`config.mk`:
```
export PLATFORM = sky130hd
export DESIGN_NAME = sslod_scale
export DESIGN_NICKNAME = d
export VERILOG_FILES = /design/src/rtl/sslod_pkg.sv /design/src/rtl/sslod_scale.sv
export SDC_FILE = /design/constraint.sdc
export NUM_CORES = 2
export LEC_CHECK = 0
export ABC_AREA = 1
export BUFFER_PORTS_ARGS = -buffer_cell sky130_fd_sc_hd__clkbuf_2
export CAP_MARGIN = 10
export CORE_MARGIN = 4
export CORE_UTILIZATION = 42
export CTS_CLUSTER_DIAMETER = 150
export DETAILED_ROUTE_END_ITERATION = 16
export PLACE_DENSITY = 0.63
export SYNTH_ARGS = -nofsm -noshare
export SYNTH_HDL_FRONTEND = slang
export SYNTH_SLANG_ARGS = --single-unit
```
`constraint.sdc`:
```
create_clock -name clock -period 5.2 [get_ports clock]
set_clock_uncertainty 0.15 [all_clocks]
set_input_delay 0.52 -clock clock [delete_from_list [all_inputs] [get_ports clock]]
set_output_delay 0.52 -clock clock [all_outputs]
set_load 0.03 [all_outputs]
```
`src/rtl/sslod_pkg.sv`:
```
`timescale 1ns / 1ps
// ----------------------------------------------------------------------------
// sslod_pkg
// Shared types, constants and tables of the screen-size detail level selector.
// ----------------------------------------------------------------------------
package sslod_pkg;

   localparam int DEFAULT_MAX_LEVELS = 4;
   localparam int THRESHOLD_REGS     = 4;
   localparam int CORDIC_STEPS       = 24;
   localparam int X_W                = 43;
   localparam int Z_W                = 27;
   localparam int ANGLE_W            = 25;
   localparam int NUM_W              = 34;
   localparam int QUO_W              = 20;
   localparam int SIZE_W             = 20;
   localparam logic [26:0] ANGLE_TO_PIXELS = 27'd120158060;
   localparam logic [SIZE_W-1:0] SIZE_MAX  = '1;

   localparam logic [2:0] REG_FOV    = 3'd0;
   localparam logic [2:0] REG_HEIGHT = 3'd1;
   localparam logic [2:0] REG_COUNT  = 3'd2;
   localparam logic [2:0] REG_THR0   = 3'd3;
   localparam logic [2:0] REG_THR1   = 3'd4;
   localparam logic [2:0] REG_THR2   = 3'd5;
   localparam logic [2:0] REG_THR3   = 3'd6;

   localparam logic [23:0] ATAN_TABLE [CORDIC_STEPS] = '{
      24'd13176795, 24'd7778716, 24'd4110060, 24'd2086331, 24'd1047214, 24'd524117,
      24'd262123, 24'd131069, 24'd65536, 24'd32768, 24'd16384, 24'd8192,
      24'd4096, 24'd2048, 24'd1024, 24'd512, 24'd256, 24'd128,
      24'd64, 24'd32, 24'd16, 24'd8, 24'd4, 24'd2
   };

   typedef struct packed {
      logic [23:0] distance;
      logic [23:0] bounding_radius;
   } req_type;

   typedef struct packed {
      logic [1:0]        level;
      logic [SIZE_W-1:0] screen_size;
   } rsp_type;

   typedef struct packed {
      logic valid;
      logic zero_dist;
      logic zero_rad;
   } ctl_type;

endpackage

```
`src/rtl/sslod_scale.sv`:
```
`timescale 1ns / 1ps
// ----------------------------------------------------------------------------
// sslod_scale
// Turns the angle into a pixel numerator in two multiply stages and checks it
// against the saturation bound.
// ----------------------------------------------------------------------------
module sslod_scale import sslod_pkg::*; (
   input  logic                 clock,
   input  logic                 reset,
   input  ctl_type              ctl_in,
   input  logic [ANGLE_W-1:0]   angle,
   input  logic [13:0]          height,
   input  logic [15:0]          fov,
   output ctl_type              ctl_out,
   output logic [NUM_W-1:0]     num,
   output logic                 sat
);

   logic [51:0]      prod_ff;
   logic [49:0]      mult_ff;
   logic [NUM_W-1:0] num_ff;
   logic             sat_ff;
   ctl_type          c1_ff, c2_ff, c3_ff;
   logic [35:0]      t;
   logic [NUM_W-1:0] n_in;

   assign t    = prod_ff[51:16];
   assign n_in = mult_ff[49:16];

   always_ff @(posedge clock) begin
      prod_ff <= 52'(angle) * 52'(ANGLE_TO_PIXELS);
      mult_ff <= 50'(t) * 50'(height);
      num_ff  <= n_in;
      sat_ff  <= 36'(n_in) >= {fov, 20'd0};
      if (reset) begin
         c1_ff <= '0;
         c2_ff <= '0;
         c3_ff <= '0;
      end else begin
         c1_ff <= ctl_in;
         c2_ff <= c1_ff;
         c3_ff <= c2_ff;
      end
   end

   assign ctl_out = c3_ff;
   assign num     = num_ff;
   assign sat     = sat_ff;

endmodule

```
Yosys cells after proc, flatten, opt, wreduce, memory -nomap -nowiden. Index checks and enable logic that the tools add are counted.

Memories kept: 0. Register bits after elaboration: 144. Bits of input ports: 60. Bits in writable memories: 0. Memory bits (read-only): 0. Bits in latches: 0. Output and inout bits: 38.

Equality and inequality tests: 0. Shifts and indexed selects: 0. $lt $le $gt $ge: 1. Reductions and logical operators: 0. Bitwise gates (word level): 0. Multipliers: 2. Muxes and demuxes: 0. Div/mod/pow operators: 0. $add $sub $neg: 0.

Operator list (number): 25-bit by 25-bit multiplier with 50-bit output, second input constant (1); 36-bit by 14-bit multiplier with 50-bit output (1); 34-bit by 36-bit >= comparator with 1-bit output (1).

Logic depth before layout (Yosys ltp).
Depth after elaboration: 1. Depth in mapped cells: 27. Depth with buffers taken out: 26.

Worst setup path before layout. OpenSTA, ideal clock, no wires.

Path kind: input to register. Start point: input port height[2]. End point: register mult_ff[36]. Data arrival time: 5.462 ns. Cell stages on the path: 22. Library setup time: 0.113 ns. Required time: 4.937 ns. Path slack: -0.525 ns. Buffers on the path: 2. Path through: clkbuf_1 clkbuf_1 nand2_1 fa_1 inv_1 fa_1 fa_1 inv_1 fa_1 inv_1 fa_1 inv_1 fa_1 inv_1 ha_1 a21oi_1 o21ai_0 a21oi_1 a21boi_0 nand3_1 nand2_1 nand2_1.

Longest elaborated chain between the ends: 1.

RTL lines: from (decl) (line sslod_scale.sv:12) `input logic [13:0] height,`; 36-bit by 14-bit multiplier with 50-bit output (line sslod_scale.sv:32) `mult_ff <= 50'(t) * 50'(height);`; to (signal assigned) (line sslod_scale.sv:32); to (decl) (line sslod_scale.sv:20) `logic [49:0] mult_ff;`.

No other way between the ends. A chain may end at the register's enable or synchronous reset.

Worst setup path in the final report.
Start point: input port angle[5]. End point: register prod_ff[44].

Longest elaborated chain between the ends: 1.

RTL lines: from (decl) (line sslod_scale.sv:11) `input logic [ANGLE_W-1:0] angle,`; 25-bit by 25-bit multiplier with 50-bit output (line sslod_scale.sv:31) `prod_ff <= 52'(angle) * 52'(ANGLE_TO_PIXELS);`; to (signal assigned) (line sslod_scale.sv:31); to (decl) (line sslod_scale.sv:19) `logic [51:0] prod_ff;`.

No other way between the ends.

==> reports/metrics.yaml <==
status: "finished, violations left"
violations: "setup timing"
crit_required_ns: 5.39
final_util_pct: 58.8
drive_gt1_share_pct: 35.6
cts_max_path_buffers: 2
io_pins: 98
synth_edf_count: 0
final-hold-violation-count: 0
rsz0062_at_grt: "yes"
yosys_warnings: 0
crit_type: "in2reg"
cts_buffers: 17
final_common_cell: "inv_1"
slew_viol_final: 0
clock_sinks: 114
clk_pin_slew_ns: 0.06
place.detailed.hpwl_mm: 80.8
drcViolationCount: 0
post_drt_via_cell_ratio: 4.84
arrival_ns: 5.77
grt_use_total_pct: 23.8
start_util_pct: 42.6
worst_setup_path_end_kind: "flop"
placed_area_um2: 39100
synth_area_um2: 32600
rr_startpoint: "prod_ff[39]"
core_area_um2: 76500
postSynthAreaPerCell_um2: 8.08
fmax_mhz: 179
fin_nets: 5819
synth_cells: 4031
final-setup-viol-count: 65
insertion_delay_ns: 0.45
synth_top_area_share_pct: 42.0
ys_top_cells_by_area: "fa_1, ha_1, inv_1, nand2_1, dfxtp_1"
final_cell_mix: "inv_1, nand2_1, fa_1"
grt_pass1_vias: 29986
cts_hold_buf: 0
reg2regPathDepth: 20
syn_nets: 5157
die_area_um2: 82100
fp-row-count: 101
fin_crit_sh_pct: 107
post-route-cell-area_um2: 45000
fin_ws_ns: -0.381
cp_max_fo: 5
start_kind: "input port"
r2r_slack_ns: -0.31
endpoint: "prod_ff[44]"
detailroute.via_count: 27765
drtAntennaViolNets: 0
antenna_found_initial: 0
drt_iter0_drc: 1351
wire_per_inst_um: 17.1
yosysTopAreaCell: "fa_1"
grt_pass1_wl_mm: 155
fin_cells: 5736
die_w_um: 287
hold_path.class: "in2reg"
hp-start: "ctl_in[0]"
pre_cts_slack_ns: -1.02
wirelength_mm: 98.2
firstDrtPassIters: 6
dp.cells: 5569
die_h_um: 287
post-route-min-period_ns: 5.58
cts_tree: "built"
h-tree-depth: 4
overflow: 0
place.gp.congestion: 0.950
port_buffers: 97
synth_top_flop_cell: "dfxtp_1"
areaGrowthSynthToFinish_pct: 38.1
ys_seq_area_share_pct: 7.01
synthArstFlopShare_pct: 0
r2r_end: "mult_ff[41]"
cp-startpoint: "angle[5]"
slew_headroom_pct: 50.1
maxCapViolCount: 0
yosys.cell_types.count: 38
ys_seq_elements: 114
grt_max_degree: 36
tightest_slew_ns: 0.748
cts-root-buf: "clkbuf_16"
n_antenna_cell: 0
==> metal layers <==
layer | routed length (um) | track usage (%) | up-vias
li1 | - | - | 13049
met1 | 40300 | 30.0 | 13742
met2 | 50100 | 43.4 | 782
met3 | 4660 | 2.78 | 192
met4 | 3050 | 6.43 | 0
met5 | 0 | 0 | -
==> area by class of cell <==
class | count | area [um^2]
clock inverter | 15 | 133
fill | 6451 | 31500
multi-input combinational | 2616 | 29700
tap | 1030 | 1290
sequential | 114 | 2370
timing repair buffer | 737 | 6470
clock buffer | 17 | 425
inverter | 1207 | 4570
==> Yosys cell counts (2+ instances only) <==
cell / count
xnor2_1: 15
nor2_1: 195
inv_2: 17
nand3b_1: 2
nor2_4: 4
clkbuf_1: 92
nand2_2: 11
nor2_2: 23
o21ai_2: 2
dfxtp_1: 114
inv_1: 1189
xor2_1: 30
o21a_1: 7
nor3_2: 10
ha_1: 382
a21o_1: 9
a21oi_1: 139
fa_1: 684
a31oi_1: 5
o21ai_0: 78
nand3_1: 67
nand2_1: 858
nor4_1: 7
o21ai_1: 7
a21boi_0: 4
nand4_1: 41
buf_4: 2
o21bai_1: 18
nor3_1: 10
==> critical path: stages <==
cell	delay, ns
clkbuf_16	0.13
buf_6	0.11
fa_2	0.58
inv_2	0.04
fa_1	0.48
inv_2	0.05
fa_1	0.48
inv_1	0.05
fa_1	0.49
inv_2	0.04
fa_2	0.44
fa_1	0.48
inv_1	0.05
fa_1	0.48
inv_2	0.05
ha_4	0.31
nand2_4	0.09
nor2_4	0.13
inv_2	0.06
buf_6	0.11
nor4_2	0.27
nand2_1	0.14
nand3_1	0.10
nand2_1	0.05
==> logic make-up (layout without fill, tap and decap cells) <==
logic type	after synthesis	count (layout)	synth area share (%)
xor gates and xnor gates	45	45	1.21
adders and majority gates	1066	1066	56.7
AOI/OAI and AO/OA	273	273	4.57
and+or+nand+nor	1232	1232	15.5
buffers and inverters	1301	1976	15.0
DFF	114	114	7.01
==> how the worst min path moves through the flow <==
stage                    end  depth (start not counted)
finish              c1_ff[0]                          3
global route        c1_ff[0]                          3
CTS                 c1_ff[0]                          3
detailed placement    num[1]                          0
global placement     num[18]                          0
floorplan            num[20]                          0
==> stage by stage <==
| stage | TNS [ns] | hold WS, ns |
|---|---|---|
| detailed placement | -50.66 | 0.189 |
| floorplan | -7.69 | 0.181 |
| global placement | -47.32 | 0.188 |
| finish | -13.64 | 0.116 |
| CTS | -11.85 | 0.0958 |
| global route | -24.04 | 0.109 |
==> repair_timing <==
action	CTS	global route
hold endpoints to repair	0	0
buffers inserted	74	70
resized for setup	627	520
setup endpoints to repair	69	70
gates cloned	5	1
pin swaps	290	412
==> sequential cells by signal, indices dropped and copies added (netlist names) <==
name and cells:
sat 1, c1_ff 3, ctl_out 3, num 34, mult_ff 34, prod_ff 36
c2_ff 3
Power is not shown: default switching activity piles up to over one toggle a cycle in this logic, so the estimate is an artifact.
