<file path="config.mk">
export PLATFORM = sky130hd
export DESIGN_NAME = sslod_div
export DESIGN_NICKNAME = d
export VERILOG_FILES = /design/src/rtl/sslod_pkg.sv /design/src/rtl/sslod_div.sv
export SDC_FILE = /design/constraint.sdc
export NUM_CORES = 2
export LEC_CHECK = 0
export BUFFER_PORTS_ARGS = -buffer_cell sky130_fd_sc_hd__buf_2
export CORE_ASPECT_RATIO = 1.1
export CORE_MARGIN = 2
export CORE_UTILIZATION = 25
export CTS_CLUSTER_SIZE = 14
export DETAILED_ROUTE_END_ITERATION = 8
export PLACE_DENSITY = 0.41
export SETUP_SLACK_MARGIN = 0.15
export SLEW_MARGIN = 20
export SYNTH_ARGS = -nofsm -noshare
export SYNTH_HDL_FRONTEND = slang
export SYNTH_SLANG_ARGS = --single-unit
</file>
<file path="constraint.sdc">
create_clock -name clock -period 4.8 [get_ports clock]
set_clock_uncertainty 0.2 [all_clocks]
set_input_delay 0.72 -clock clock [delete_from_list [all_inputs] [get_ports clock]]
set_output_delay 0.72 -clock clock [all_outputs]
set_load 0.01 [all_outputs]
</file>
<file path="src/rtl/sslod_pkg.sv">
`timescale 1ns / 1ps
// ----------------------------------------------------------------------------
// sslod_pkg
// Shared types, constants and tables of the screen-size detail level selector.
// ----------------------------------------------------------------------------
package sslod_pkg;

   localparam int DEFAULT_MAX_LEVELS = 4;
   localparam int THRESHOLD_REGS     = 4;
   localparam int CORDIC_STEPS       = 24;
   localparam int X_W                = 43;
   localparam int Z_W                = 27;
   localparam int ANGLE_W            = 25;
   localparam int NUM_W              = 34;
   localparam int QUO_W              = 20;
   localparam int SIZE_W             = 20;
   localparam logic [26:0] ANGLE_TO_PIXELS = 27'd120158060;
   localparam logic [SIZE_W-1:0] SIZE_MAX  = '1;

   localparam logic [2:0] REG_FOV    = 3'd0;
   localparam logic [2:0] REG_HEIGHT = 3'd1;
   localparam logic [2:0] REG_COUNT  = 3'd2;
   localparam logic [2:0] REG_THR0   = 3'd3;
   localparam logic [2:0] REG_THR1   = 3'd4;
   localparam logic [2:0] REG_THR2   = 3'd5;
   localparam logic [2:0] REG_THR3   = 3'd6;

   localparam logic [23:0] ATAN_TABLE [CORDIC_STEPS] = '{
      24'd13176795, 24'd7778716, 24'd4110060, 24'd2086331, 24'd1047214, 24'd524117,
      24'd262123, 24'd131069, 24'd65536, 24'd32768, 24'd16384, 24'd8192,
      24'd4096, 24'd2048, 24'd1024, 24'd512, 24'd256, 24'd128,
      24'd64, 24'd32, 24'd16, 24'd8, 24'd4, 24'd2
   };

   typedef struct packed {
      logic [23:0] distance;
      logic [23:0] bounding_radius;
   } req_type;

   typedef struct packed {
      logic [1:0]        level;
      logic [SIZE_W-1:0] screen_size;
   } rsp_type;

   typedef struct packed {
      logic valid;
      logic zero_dist;
      logic zero_rad;
   } ctl_type;

endpackage

</file>
<file path="src/rtl/sslod_div.sv">
`timescale 1ns / 1ps
// ----------------------------------------------------------------------------
// sslod_div
// Restoring divider by the field of view, one quotient bit per stage.
// ----------------------------------------------------------------------------
module sslod_div import sslod_pkg::*; (
   input  logic                 clock,
   input  logic                 reset,
   input  ctl_type              ctl_in,
   input  logic [NUM_W-1:0]     num,
   input  logic                 sat_in,
   input  logic [15:0]          fov,
   output ctl_type              ctl_out,
   output logic [QUO_W-1:0]     quotient,
   output logic                 sat_out
);

   logic [NUM_W-1:0] r_ff [QUO_W+1];
   logic [QUO_W-1:0] q_ff [QUO_W+1];
   logic             s_ff [QUO_W+1];
   ctl_type          c_ff [QUO_W+1];

   always_comb begin
      r_ff[0] = num;
      q_ff[0] = '0;
      s_ff[0] = sat_in;
      c_ff[0] = ctl_in;
   end

   for (genvar k = 0; k < QUO_W; k++) begin : g_bit
      localparam int B = QUO_W - 1 - k;
      logic [35:0] dvs;
      logic        ge;
      assign dvs = 36'(fov) << B;
      assign ge  = 36'(r_ff[k]) >= dvs;
      always_ff @(posedge clock) begin
         r_ff[k+1] <= ge ? NUM_W'(36'(r_ff[k]) - dvs) : r_ff[k];
         q_ff[k+1] <= q_ff[k] | (QUO_W'(ge) << B);
         s_ff[k+1] <= s_ff[k];
         if (reset) begin
            c_ff[k+1] <= '0;
         end else begin
            c_ff[k+1] <= c_ff[k];
         end
      end
   end

   assign ctl_out  = c_ff[QUO_W];
   assign quotient = q_ff[QUO_W];
   assign sat_out  = s_ff[QUO_W];

endmodule

</file>
---- Yosys cells after proc, flatten, opt, wreduce, memory -nomap -nowiden ----
Index checks and enable logic that the tools add are counted.
word-level totals
  register bits after elaboration ......... 1107
  bits of input ports ..................... 56
  output and inout bits ................... 24
  logic and storage cells ................. 196
operators by class
  add/sub/neg operators ................... 19
  magnitude comparators ................... 20
  mux-type cells .......................... 19
  bitwise operators ....................... 19
operators with widths
  cell              count
  $mux 34           19
  $sub 34x34->34    2
  $ge 34x35->1      1
  $ge 34x16->1      1
  $ge 34x17->1      1
  $ge 34x18->1      1
  $ge 34x19->1      1
  $ge 34x20->1      1
  $ge 34x21->1      1
  $ge 34x22->1      1
  $ge 34x23->1      1
  $ge 34x24->1      1
  $ge 34x25->1      1
  $ge 34x26->1      1
  $ge 34x27->1      1
  $ge 34x28->1      1
  $ge 34x29->1      1
  $ge 34x30->1      1
  $ge 34x31->1      1
  $ge 34x32->1      1
  $ge 34x33->1      1
  $ge 34x34->1      1
  $sub 34x17->34    1
  $sub 34x18->34    1
  34 further kinds  34

---- Depth between registers and ports, before layout ----
  word-level depth ........................ 2
  depth in mapped cells ................... 14
  mapped depth without buffers ............ 13

---- Worst setup path before layout ----
No wires, ideal clock.
  path kind ............................... input -> register
  start point ............................. input fov[1]
  end point ............................... register r_ff[605] (netlist name)
  setup time .............................. 121 ps
  arrival ................................. 3686 ps
  path slack .............................. 794 ps
  stages .................................. 12
  path buffers ............................ 1
  path through ............................ inv_1 ha_1 nor2b_1 o21ai_0 a21boi_0 o21ai_0 a21oi_1 a211oi_1 o21bai_1 a41oi_2 buf_2 mux2_2
on the way
  longest elaborated chain between the ends .. 2
RTL lines
  item                                            line                              RTL
  start, declared                                 sslod_div.sv:12                   input logic [15:0] fov,
  $sub 34x33->34 or $ge 34x33->1 (tied branches)  sslod_div.sv:37, sslod_div.sv:35
  $mux 34 (*)                                     sslod_div.sv:37                   r_ff[k+1] <= ge ? NUM_W'(36'(r_ff[k]) - dvs) : r_ff[k];
  end signal, assigned by index                   sslod_div.sv:37
  end, declared                                   sslod_div.sv:18                   logic [NUM_W-1:0] r_ff [QUO_W+1];
Every way passes the cells marked *; elsewhere a longest branch is shown, timed or not.
A chain may end at the register's enable or synchronous reset.

---- Worst setup path in the final report ----
  start point ............................. input fov[0]
  end point ............................... register r_ff[129] (netlist name)
on the way
  longest elaborated chain between the ends .. 2
RTL lines
  item                                            line
  $sub 34x19->34 or $ge 34x19->1 (tied branches)  sslod_div.sv:37, sslod_div.sv:35
  $mux 34 (*)                                     sslod_div.sv:37
Marks and branches as above.

==> results.md <==
* Initial drt markers at between 1,000 and 1,500
* PnR worst setup slack at 1.04 ns
* Asr flop ratio synth at 0%
* Slew HR at around 34%
* Synthesized-area fraction occupied by adder cells at between 10% and 20%
* Sequential power share at between 30% and 40%
* Die area at 166,000 µm²
* Max Cap Viol at 0
* Final nets at 4,726
* Yosys cell types at 94
* EDFF count, synth at 0
* Met3 WL post-DR at about 3.6 mm
* Comb power frac at between 30% and 40%
* Final Routed Wirelength at 114 mm
* Post-synthesis cell count at between 4,000 and 5,000
* Pwr dens at between 700 and 800 nW/µm²
* First-pass GRT wire length at 176 mm
* GRT Resource Usage Total at between 10% and 20%
* Crit path kind: input pin to flip-flop
* Reg-to-Reg Start: r_ff[139]
* P_sw at 12.4 mW
* WL per Instance at between 15 and 20 µm
* Post-Syn Area at between 40,000 and 50,000 µm²
* Drt pass-1 iters at 5
* Simple-gate share of the synthesized area at between 15 and 20%
* Top routing layer in use: met4
* Setup TNS at 0 ns
* Dpl cells at ~6,300
* Fill count at approximately 17,000
* Period utilisation layout at ~78%
* Post-synthesis area per instance at between 9 and 10 µm²
* Vias in the first global route at approximately 30,000
* Post-synthesis mux area share at slightly below 3%
* Design area at just under 50,000 µm²
* CP endpoint kind: flip-flop
* Largest net degree at the start of global routing at 61
* Layout Utilization at between 20 and 30%
* Syn_nets at about 4,500
* Outcome: completed
* Met2 wire len at just under 60 mm
* Pre-CTS setup slack at 0.218 ns
* DIE HEIGHT at approximately 430 µm
* Post-Layout Cell Count at around 6,500
* Seq/Total Area, Yosys at 46.1%
* RePlAce Congestion at roughly 0.85
* Postcts setup bufs at 0
* Most frequent cells in the layout: dfxtp_1 (936), ha_1 (319), nand2_1 (305), nor2_1 (279), a21oi_1 (262)
* Core Region at around 160,000 µm²
* Tot Pwr at ~34 mW
* Worst hold path class: input pin to flip-flop
* Sw Ratio at between 30 and 40%
* Worst Tran Pin Value at slightly below 1 ns
* Layout cells sized above 1 at approximately 11%
* Buffers added on ports at between 70 and 80
* Clock Path Buffers at 3
* Initial core utilization at between 20% and 30%
* Commonest non-fill, non-tap cell in the layout: dfxtp_1
* Worst path required time at around 5.3 ns
* Main combinational cell family by area after synthesis: simple AND/OR/NAND/NOR gates
* Row cnt at about 160
* Root buffer cell: clkbuf_16
* Vias per cell at between 4 and 5
* CTS Sinks at around 940
* Total number of vias at 29,700
* Clock-pin slew on the worst setup and hold paths at about 0.06 ns
* Final Max Slew Viols at 0
* Internal power at around 22 mW
* Main synth FF type: dfxtp_1
* Hpwl dp at between 80 and 90 mm
* Final setup viols at 0
* Depth of the CTS H-tree at 3
* M1 WL at 48.0 mm
* Overflow after GRT at 0
* Tmin final at 3.76 ns
* Leak at 19.8 nW
* Chip width at roughly 390 µm
* Worst setup SP type: input pin
* Endpoints failing hold at 0
* Hold_ws at 0.0677 ns
* Num CTS Buffers at approximately 110
* Synth Area in Compound Gates at 14.3%
* Clk pwr share at about a quarter
* Peak VDD IR at between 300 and 400 µV
* Synth Area in XOR/XNOR at roughly 8%
* Area after DPL at ~44,000 µm²
* Initial antenna violation count at 1
* # IOs at 80
* Crit path arrival time at between 4 and 5 ns
* Layout area overhead at 18.8%
* Hold Crit Start: num[31]
* FMAX at around 0.27 GHz
* CP startpoint: fov[0]
* RSZ-0062 raised after global routing: false
* DRC viols at 0
* CTS tree: yes
* Worst Path Max Fanout at 16
* Antenna viol nets, final at 0
* Clk Latency, worst-skew pair at around 0.77 ns
* Synth warnings at 0
* Count of state elements after synthesis at between 900 and 1,000
==> final cells by class <==
type	count	area, µm²	area share [%]
clock buffers	138	3020	6.24
diodes	2	5.00	0.0104
flip-flops and latches	936	18700	38.8
repair buffers	187	1500	3.10
multi-input cells	2975	21000	43.4
inverters	124	465	0.964
clock inverters	65	946	1.96
well taps	2119	2650	5.49
==> registers in the layout (all words and copies together) (netlist names) <==
signal / flops
sat_out: 1
quotient: 20
c_ff: 57
r_ff: 646
q_ff: 190
s_ff: 19
ctl_out: 3
==> path summary, 6_finish.rpt <==
| check | cells past startpoint | slack [ns] | end |
|---|---|---|---|
| min | 2 | 0.07 | r_ff[677] |
| max | 13 | 1.04 | r_ff[129] |
| min reg2reg | 0 | 0.12 | q_ff[36] |
| max reg2reg | 13 | 1.37 | r_ff[129] |
==> per-layer routing <==
metal  track usage [%]  vias up
li1                  -    15100
met1              15.6    13900
met4              5.27        0
met2              25.7      446
met5                 0        -
met3              1.92      182
==> timing repair <==
action,in CTS,in global routing
endpoints found under the setup margin,0,0
hold buffers,36,0
gates resized for setup,0,0
endpoints found under the hold margin,36,0
==> cells in the mapped netlist, drive strengths merged (14+ instances only) <==
cell,instances,area [µm²]
dfxtp,936,18700
ha,319,3990
nand2,305,1140
nor2,279,1050
a21oi,263,1320
o21ai,249,1250
xor2,188,1650
xnor2,183,1600
inv,124,465
nor2b,117,732
nor3,117,622
a21o,107,803
mux2,96,1080
nand3,62,310
nor4,61,403
clkbuf,55,208
o21a,55,413
nand2b,54,338
nand4,52,325
or3,52,330
buf,45,292
o21bai,34,255
a31oi,30,194
o31ai,30,239
a211oi,25,193
or4,25,191
fa,19,380
nor4b,19,173
or2,19,121
a21boi,16,120
and3,15,93.8
nand3b,14,109
nand4b,14,123
==> power groups by stage <==
stage	clock network, mW	logic, mW	registers (mW)
detailed placement	0	13.0	12.4
global route	9.57	14.6	12.4
finish	8.89	13.0	12.2
CTS	9.27	13.1	12.2
global placement	0	13.0	12.4
floorplan	0	10.1	11.4
==> critical path, cell delays in order <==
cell,delay (ns)
buf_2,0.55
ha_1,0.31
inv_1,0.06
fa_1,0.41
a21o_1,0.20
a21oi_1,0.26
o21a_1,0.19
o31ai_1,0.10
o41a_1,0.38
a31oi_1,0.23
o211ai_1,0.30
nor4_1,0.32
xor2_1,0.18
==> kinds of logic after synthesis <==
group,Yosys count
buffers and inverters,224
AND/OR/NAND/NOR,1241
multiplexers,105
AO/OA/AOI/OAI,920
adder cells (fa/ha/maj),338
flip-flops,936
XOR/XNOR,371
Note: power is estimated with default switching activity, not from simulation.
